**src/hw/rtl/limit_order_book_tracker_assert.svh**
```systemverilog
// assertion macros for the limit order book tracker
// used by the controller; relies on clk and arst_n in the including module
`ifndef LIMIT_ORDER_BOOK_TRACKER_ASSERT_SVH
`define LIMIT_ORDER_BOOK_TRACKER_ASSERT_SVH
`ifndef SYNTHESIS
`define LOBT_ASSERT(lbl, prop, msg) \
	lbl: assert property (@(posedge clk) disable iff (!arst_n) prop) else $error(msg);
`define LOBT_ASSERT_NEXT(lbl, a, b, msg) \
	lbl: assert property (@(posedge clk) disable iff (!arst_n) (a) |=> (b)) else $error(msg);
`else
`define LOBT_ASSERT(lbl, prop, msg)
`define LOBT_ASSERT_NEXT(lbl, a, b, msg)
`endif
`endif

```
**src/hw/rtl/lobt_pkg.sv**
```systemverilog
// shared constants, codes and control types of the order book tracker
// no dependencies
package lobt_pkg;
	localparam int ORDER_SLOTS  = 1024;
	localparam int PRICE_LEVELS = 256;
	localparam int OIDX_W = $clog2(ORDER_SLOTS);
	localparam int LIDX_W = $clog2(PRICE_LEVELS);

	// update types
	localparam logic [2:0] CMD_INVALID    = 3'd0;
	localparam logic [2:0] CMD_ADD        = 3'd1;
	localparam logic [2:0] CMD_MODIFY     = 3'd2;
	localparam logic [2:0] CMD_CANCEL     = 3'd3;
	localparam logic [2:0] CMD_TRADE      = 3'd4;
	localparam logic [2:0] CMD_CLEAR      = 3'd5;
	localparam logic [2:0] CMD_SNAP_START = 3'd6;
	localparam logic [2:0] CMD_SNAP_END   = 3'd7;

	// status codes
	localparam logic [2:0] ST_APPLIED = 3'd0;
	localparam logic [2:0] ST_RANGE   = 3'd1;
	localparam logic [2:0] ST_ALIAS   = 3'd2;
	localparam logic [2:0] ST_INVALID = 3'd3;
	localparam logic [2:0] ST_DUP     = 3'd4;

	typedef enum logic [4:0] {
		OP_NONE, OP_LATCH, OP_STATUS, OP_ORD_RD, OP_ADD_APP, OP_TAIL1, OP_TAIL2,
		OP_INS_START, OP_INS_STEP, OP_LNK1, OP_LNK2, OP_MOD, OP_CAN_A, OP_CAN_B,
		OP_CLEAR, OP_SWEEP, OP_REF_SIDE, OP_REF_LV, OP_REF_SUM
	} op_t;

	typedef struct packed {
		op_t        op;
		logic       sel;
		logic [2:0] st;
	} dp_cmd_t;

	typedef struct packed {
		logic [2:0] cmd;
		logic       in_range;
		logic       dup;
		logic       alias_hit;
		logic       lv_fresh;
		logic       ring_empty;
		logic       ins_stop;
		logic       live;
		logic       sweep_last;
		logic       hv_sel;
		logic       sum_last;
	} dp_stat_t;
endpackage

```
**src/hw/rtl/lobt_ctrl.sv**
```systemverilog
// controller: sequences each update through the datapath micro-operations
// depends on lobt_pkg and limit_order_book_tracker_assert.svh
`include "limit_order_book_tracker_assert.svh"
module lobt_ctrl import lobt_pkg::*; (
	input  logic     clk,
	input  logic     arst_n,
	input  logic     start,
	output logic     busy,
	output logic     done,
	output dp_cmd_t  cmd,
	input  dp_stat_t stat
);
	localparam logic [4:0] S_INIT     = 5'd0;
	localparam logic [4:0] S_IDLE     = 5'd1;
	localparam logic [4:0] S_DISP     = 5'd2;
	localparam logic [4:0] S_ADD_CHK  = 5'd3;
	localparam logic [4:0] S_TAIL1    = 5'd4;
	localparam logic [4:0] S_TAIL2    = 5'd5;
	localparam logic [4:0] S_INS      = 5'd6;
	localparam logic [4:0] S_INS_STEP = 5'd7;
	localparam logic [4:0] S_LNK1     = 5'd8;
	localparam logic [4:0] S_LNK2     = 5'd9;
	localparam logic [4:0] S_MOD      = 5'd10;
	localparam logic [4:0] S_CAN_A    = 5'd11;
	localparam logic [4:0] S_CAN_B    = 5'd12;
	localparam logic [4:0] S_SWEEP    = 5'd13;
	localparam logic [4:0] S_REF_SIDE = 5'd14;
	localparam logic [4:0] S_REF_LV   = 5'd15;
	localparam logic [4:0] S_REF_SUM  = 5'd16;
	localparam logic [4:0] S_DONE     = 5'd17;

	logic [4:0] state_q, state_d;
	logic       sel_q, sel_d;

	// next state and micro-operation
	always_comb begin
		state_d = state_q;
		sel_d   = sel_q;
		cmd.op  = OP_NONE;
		cmd.sel = sel_q;
		cmd.st  = ST_APPLIED;
		unique case (state_q)
			S_INIT: begin
				cmd.op = OP_SWEEP;
				if (stat.sweep_last) state_d = S_IDLE;
			end
			S_IDLE: begin
				if (start) begin
					cmd.op  = OP_LATCH;
					sel_d   = 1'b0;
					state_d = S_DISP;
				end
			end
			S_DISP: begin
				unique case (stat.cmd)
					CMD_INVALID: begin
						cmd.op = OP_STATUS; cmd.st = ST_INVALID; state_d = S_DONE;
					end
					CMD_ADD, CMD_MODIFY, CMD_CANCEL: begin
						if (!stat.in_range) begin
							cmd.op = OP_STATUS; cmd.st = ST_RANGE; state_d = S_DONE;
						end else begin
							cmd.op = OP_ORD_RD;
							if (stat.cmd == CMD_ADD) state_d = S_ADD_CHK;
							else if (stat.cmd == CMD_MODIFY) state_d = S_MOD;
							else state_d = S_CAN_A;
						end
					end
					CMD_CLEAR, CMD_SNAP_START: begin
						cmd.op = OP_CLEAR; state_d = S_SWEEP;
					end
					default: state_d = S_REF_SIDE;
				endcase
			end
			S_ADD_CHK: begin
				if (stat.dup) begin
					cmd.op = OP_STATUS; cmd.st = ST_DUP; state_d = S_DONE;
				end else if (stat.alias_hit) begin
					cmd.op = OP_STATUS; cmd.st = ST_ALIAS; state_d = S_DONE;
				end else begin
					cmd.op  = OP_ADD_APP;
					state_d = stat.lv_fresh ? S_INS : S_TAIL1;
				end
			end
			S_TAIL1: begin
				cmd.op = OP_TAIL1; state_d = S_TAIL2;
			end
			S_TAIL2: begin
				cmd.op = OP_TAIL2; state_d = S_REF_SIDE;
			end
			S_INS: begin
				cmd.op  = OP_INS_START;
				state_d = stat.ring_empty ? S_REF_SIDE : S_INS_STEP;
			end
			S_INS_STEP: begin
				cmd.op = OP_INS_STEP;
				if (stat.ins_stop) state_d = S_LNK1;
			end
			S_LNK1: begin
				cmd.op = OP_LNK1; state_d = S_LNK2;
			end
			S_LNK2: begin
				cmd.op = OP_LNK2; state_d = S_REF_SIDE;
			end
			S_MOD: begin
				cmd.op = OP_MOD; state_d = S_REF_SIDE;
			end
			S_CAN_A: begin
				cmd.op  = OP_CAN_A;
				state_d = stat.live ? S_CAN_B : S_REF_SIDE;
			end
			S_CAN_B: begin
				cmd.op = OP_CAN_B; state_d = S_REF_SIDE;
			end
			S_SWEEP: begin
				cmd.op = OP_SWEEP;
				if (stat.sweep_last) state_d = S_REF_SIDE;
			end
			S_REF_SIDE: begin
				cmd.op = OP_REF_SIDE;
				if (stat.hv_sel) state_d = S_REF_LV;
				else if (sel_q) state_d = S_DONE;
				else sel_d = 1'b1;
			end
			S_REF_LV: begin
				cmd.op = OP_REF_LV; state_d = S_REF_SUM;
			end
			S_REF_SUM: begin
				cmd.op = OP_REF_SUM;
				if (stat.sum_last) begin
					if (sel_q) begin
						state_d = S_DONE;
					end else begin
						sel_d   = 1'b1;
						state_d = S_REF_SIDE;
					end
				end
			end
			S_DONE: state_d = S_IDLE;
			default: state_d = S_IDLE;
		endcase
	end

	// state register
	always_ff @(posedge clk or negedge arst_n) begin
		if (!arst_n) begin
			state_q <= S_INIT;
			sel_q   <= 1'b0;
		end else begin
			state_q <= state_d;
			sel_q   <= sel_d;
		end
	end

	assign busy = (state_q != S_IDLE);
	assign done = (state_q == S_DONE);

	// sequencing checks
	`LOBT_ASSERT_NEXT(a_start_busy, start && !busy, busy && !done, "accepted transaction not held busy")
	`LOBT_ASSERT_NEXT(a_done_pulse, done, !done && !busy, "result strobe longer than one cycle")
	`LOBT_ASSERT(a_done_busy, done |-> busy, "result strobe outside busy")
endmodule

```
**config.mk**
```make
export PLATFORM = sky130hd
export DESIGN_NAME = lobt_ctrl
export DESIGN_NICKNAME = d
export VERILOG_FILES = /design/src/hw/rtl/lobt_pkg.sv /design/src/hw/rtl/lobt_ctrl.sv
export VERILOG_INCLUDE_DIRS = /design/src /design/src/hw/rtl
export SDC_FILE = /design/constraint.sdc
export NUM_CORES = 1
export LEC_CHECK = 0
export BUFFER_PORTS_ARGS = -buffer_cell sky130_fd_sc_hd__buf_2
export CAP_MARGIN = 20
export CORE_MARGIN = 4
export CORE_UTILIZATION = 45
export DETAILED_ROUTE_END_ITERATION = 7
export HOLD_SLACK_MARGIN = 0.15
export PLACE_DENSITY = 0.76
export SYNTH_ARGS = -nofsm -noshare
export SYNTH_HDL_FRONTEND = slang
export SYNTH_SLANG_ARGS = --single-unit
export TNS_END_PERCENT = 100
```
**constraint.sdc**
```tcl
create_clock -name clk -period 2.24 [get_ports clk]
set_input_delay 0.224 -clock clk [delete_from_list [all_inputs] [get_ports clk]]
set_output_delay 0.224 -clock clk [all_outputs]
set_load 0.005 [all_outputs]
```
# Word level (Yosys, flattened, before mapping)
# Index checks and enable logic that the tools add are counted.
# Widths: inputs -> output; s select.
[word_totals]
regBits = 6
output_inout_bits = 11
in_bits = 16
elab_cells = 74
[classes]
n_eq_ne = 30
n_mux = 33
n_reduce_logical = 9
[op_table]
columns = ["op", "count"]
rows = [
  ["$pmux 5 s16", 1],
  ["$pmux 5 s14", 1],
  ["$mux 5", 11],
  ["$eq 5x4->1 const B", 8],
  ["$eq 5x3->1 const B", 4],
  ["$pmux 5 s3", 1],
  ["$ne 2x2->1 const B", 6],
  ["$pmux 4 s3", 1],
  ["$eq 5x2->1 const B", 2],
  ["$eq 5x5->1 const B", 2],
  ["$mux 3", 3],
  ["$mux 4", 2],
  ["$mux 1", 7],
  ["$eq 3x2->1 const B", 2],
  ["$eq 3x3->1 const B", 2],
  ["$mux 2", 3],
  ["$pmux 3 s2", 1],
  ["$reduce_and 6->1", 1],
  ["$eq 5x1->1 const B", 1],
  ["$logic_not 5->1", 1],
  ["$ne 5x1->1 const B", 1],
  ["$pmux 2 s2", 1],
  ["$reduce_and 4->1", 1],
  ["$reduce_or 2->1", 2],
  ["other kinds (7)", 7],
]

# Logic depth before layout (Yosys ltp)
[depth]
word_depth = 6
ltp_mapped = 7
mapped_depth_nobuf = 5

# Worst setup path after synthesis
# OpenSTA, ideal clock, no wires.
[synth_timing]
path_type = "register -> register"
start = "register state_q[0]"
end = "register state_q[3]"
path_buffers = 1
arrival_time_ns = 1.638
synth_period_minus_slack_ns = 1.763
path_stages_with_launch = 7
t_required_ns = 2.115
setup_ns = 0.125
slack_ns = 0.477
cell_sequence = "dfrtp_1 > buf_6 > nor4_4 > nand2_2 > o211ai_1 > nor2_2 > mux2_4"
[synth_via]
elab_chain_cells = 3
word_cells_on_any_way = 26
classes_between = "eq/ne (22); mux (1); reduce/logical (3)"
[synth_lines]
columns = ["item", "line_no", "text"]
rows = [
  ["from (decl)", "lobt_ctrl.sv:32", "logic [4:0] state_q, state_d;"],
  ["from (signal assigned)", "lobt_ctrl.sv:150", "state_q <= state_d;"],
  ["$eq 5x4->1, or another cell as far along", "lobt_ctrl.sv:42", "unique case (state_q)"],
  ["$reduce_or 4->1 (no source line), or another cell as far along", "--", ""],
  ["$pmux 5 s14 / $reduce_and 6->1 (equally long branches)", "--", ""],
]
# Parallel ways exist; a longest one is shown, timed or not.
# A chain may end at the register's enable or synchronous reset.

# Worst setup path in the final report
# Same ends and word-level chain as after synthesis.

==> impl_metrics.ini <==
[min_path]
hold_class = in2reg
holdPathStages = 2
min_from = stat[0]

[synth]
synth_cell_types = 53
syn_nets = 150
synth_area_leaders = dfrtp_1, nor2_1, a21oi_1
syn_area_per_cell_um2 = 7.096
synth-warning-count = 0
synth_edf_count = 0
async_flop_share_pct = 100.0
netlist_instances = 134
seq_area_frac_synth_pct = 15.79
synthTopCellsByCount = nor2_1, nand2_1, a21oi_1, o21ai_0, nor3_1
synthMostInstantiatedCell = nor2_1
synth_largest_area_cell = dfrtp_1
yosys_most_used_dff = dfrtp_1
netlist.area_leader.share_pct = 15.79
syn-cell-area_um2 = 950.9
synth_seq_cells = 6

[route]
drt-total-wl_um = 2797
antenna_left = 0
drc = 0
num_vias = 1111
drt_first_iter_violations = 37
wire_per_inst_um = 14.96
routed_via_density = 5.941
first_pass_iters = 4

[power_and_ir_drop]
p_comb_share_pct = 75.2
power_density_nw_per_um2 = 1482
seqPwrFrac_pct = 18.6
p_int_uw = 833.1
p_sw_uw = 861.9
swShare_pct = 50.85
leakage_nw = 0.5248
worst_ir_drop_vdd_mv = 0.7532
clkPwrFrac_pct = 6.2

[placement]
io_buffers = 26
hpwl_um = 2238
place_congestion = 0.9735
dp_slack_ns = 0.2325

[final_layout]
multiInputGateArea_um2 = 714.4
seq_area_um2 = 150.1
fill_cells = 187
syn2layout_area_growth_pct = 20.26
final_nets = 178
diodes = 0
drive_gt1_share_pct = 31.25

[status]
status = finished, final reports clean

[critical_path]
arrival_ns = 2.19
worstPathRequired_ns = 2.37
crit_type = reg2reg
rr_endpoint = state_q[3]
r2r_slack_ns = 0.18
critPathTopFamily = simple AND/OR/NAND/NOR gates
crit_chain = nor4_4 > nand2_2 > o211ai_1 > nor2_2 > mux2_4
cp_num_cells = 5
worst-path-buf-inv = 0
crit_start = state_q[0]
endpoint = state_q[3]
r2r-start = state_q[0]
cp_slowest_cell = dfrtp_1
max_stage_delay_ns = 0.55
cp-end-kind = flop
cp-start-kind = flop
worstPathMaxFanout = 14
r2r_cells = 5

[floorplanning]
fp.dieW_um = 53.97
core_um2 = 1982
die_area_um2 = 2913
rows = 16
start_util_pct = 47.98
die_h_um = 53.97
ioPinCount = 27

[clock_tree]
cts_buffers = 3
clockRootBuffer = clkbuf_4
ctsLongestPathBuffers = 2
clk_pin_slew_ns = 0.05
clock-sinks = 6
htree_levels = 1
cts_tree = built
insertion_delay_ns = 0.25

[sta]
fin_ws_ns = 0.1801
rsz0062_at_grt = false
clock.fmax_mhz = 485.5
fin_crit_sh_pct = 91.96
fin_skew_ns = 0.005945
slew_viol_final = 0
finalCriticalPeriod_ns = 2.060
tns_ns = 0
finalHoldViolCount = 0
max_slew_margin_pct = 67.70
worst_pin_slew_ns = 0.4845
finalSetupViolations = 0

[global_route]
grt_pass1_wl_um = 4505
grt_antenna_before_repair = 0
grt_usage_pct = 21.02
grt_pass1_vias = 1015
grt_overflow = 0
grt_start_max_net_pins = 15

[run]
cap_violations = 0
## worst min-delay path by stage
stage / to / slack, ns
CTS: state_q[4] / 0.19
floorplan: sel_q / -0.07
finish: state_q[4] / 0.19
global placement: state_q[2] / 0.05
global route: state_q[4] / 0.21
detailed placement: state_q[2] / 0.06
## kinds of logic after synthesis
group                  count (synthesis)  synth area share, %
multiplexers                           2                2.631
XOR/XNOR                               3                2.764
flip-flops                             6                15.79
buffers and inverters                 18                9.604
AND/OR/NAND/NOR                       63                36.71
AO/OA/AOI/OAI                         42                32.50
## final cells by class
| class | count | area share, % |
|---|---|---|
| inverter | 6 | 1.969 |
| timing repair buffer | 35 | 17.51 |
| clock buffer | 3 | 1.969 |
| tap | 27 | 2.954 |
| multi-input combinational | 110 | 62.47 |
| sequential | 6 | 13.13 |
## cells in the final DEF, fill, tap and decap left out, types with 3 or more instances in the layout
master	synthesis	routed
a21oi_1	9	9
buf_2	4	26
buf_4	3	8
clkbuf_4	0	3
dfrtp_1	6	6
inv_1	6	6
nand2_1	11	11
nor2_1	19	19
nor3_1	8	7
o21ai_0	9	9
## power groups by stage
stage          Sequential (mW)  Combinational (mW)  Clock [mW]
6_report                 0.316                1.27       0.105
5_1_grt                  0.330                1.40       0.110
2_1_floorplan            0.213                1.01           0
4_1_cts                  0.307                1.26       0.103
3_5_place_dp             0.309                1.25           0
3_3_place_gp             0.301                1.23           0
## through the flow
stage / utilization (%) / total power [mW] / instance area, um2 / instances / hold WS, ns
6_report: 57.70 / 1.695 / 1144 / 187 / 0.1928
5_1_grt: 57.70 / 1.845 / 1144 / 187 / 0.2077
4_1_cts: 57.45 / 1.670 / 1139 / 187 / 0.1938
3_5_place_dp: 55.81 / 1.561 / 1106 / 183 / 0.05628
3_3_place_gp: 55.81 / 1.531 / 1106 / 183 / 0.05340
2_1_floorplan: - / 1.225 / 950.9 / 134 / -0.07159
## worst reg2reg max path, cell delays in order (launching register included)
cell and delay, ns:
dfrtp_1 0.55, nor4_4 0.46, nand2_2 0.16, o211ai_1 0.35
nor2_2 0.10, mux2_4 0.32
## metal layers
layer  up-vias  global-route usage (%)  wire length, um
li1        543                       -                -
met1       501                   26.67             1180
met2        60                   34.48             1325
met3         7                   4.709              239
met4         0                   7.884               51
met5         -                       0                0
## registers in the layout, indices dropped and copies added (netlist names)
signal	cells
sel_q	1
state_q	5
## what timing repair did
item,in CTS,in global routing
hold buffers,1,0
gates resized for setup,0,1
setup buffers,0,0
setup endpoints to repair,0,4
hold endpoints to repair,6,0
Power figures use the tool's default switching activity.
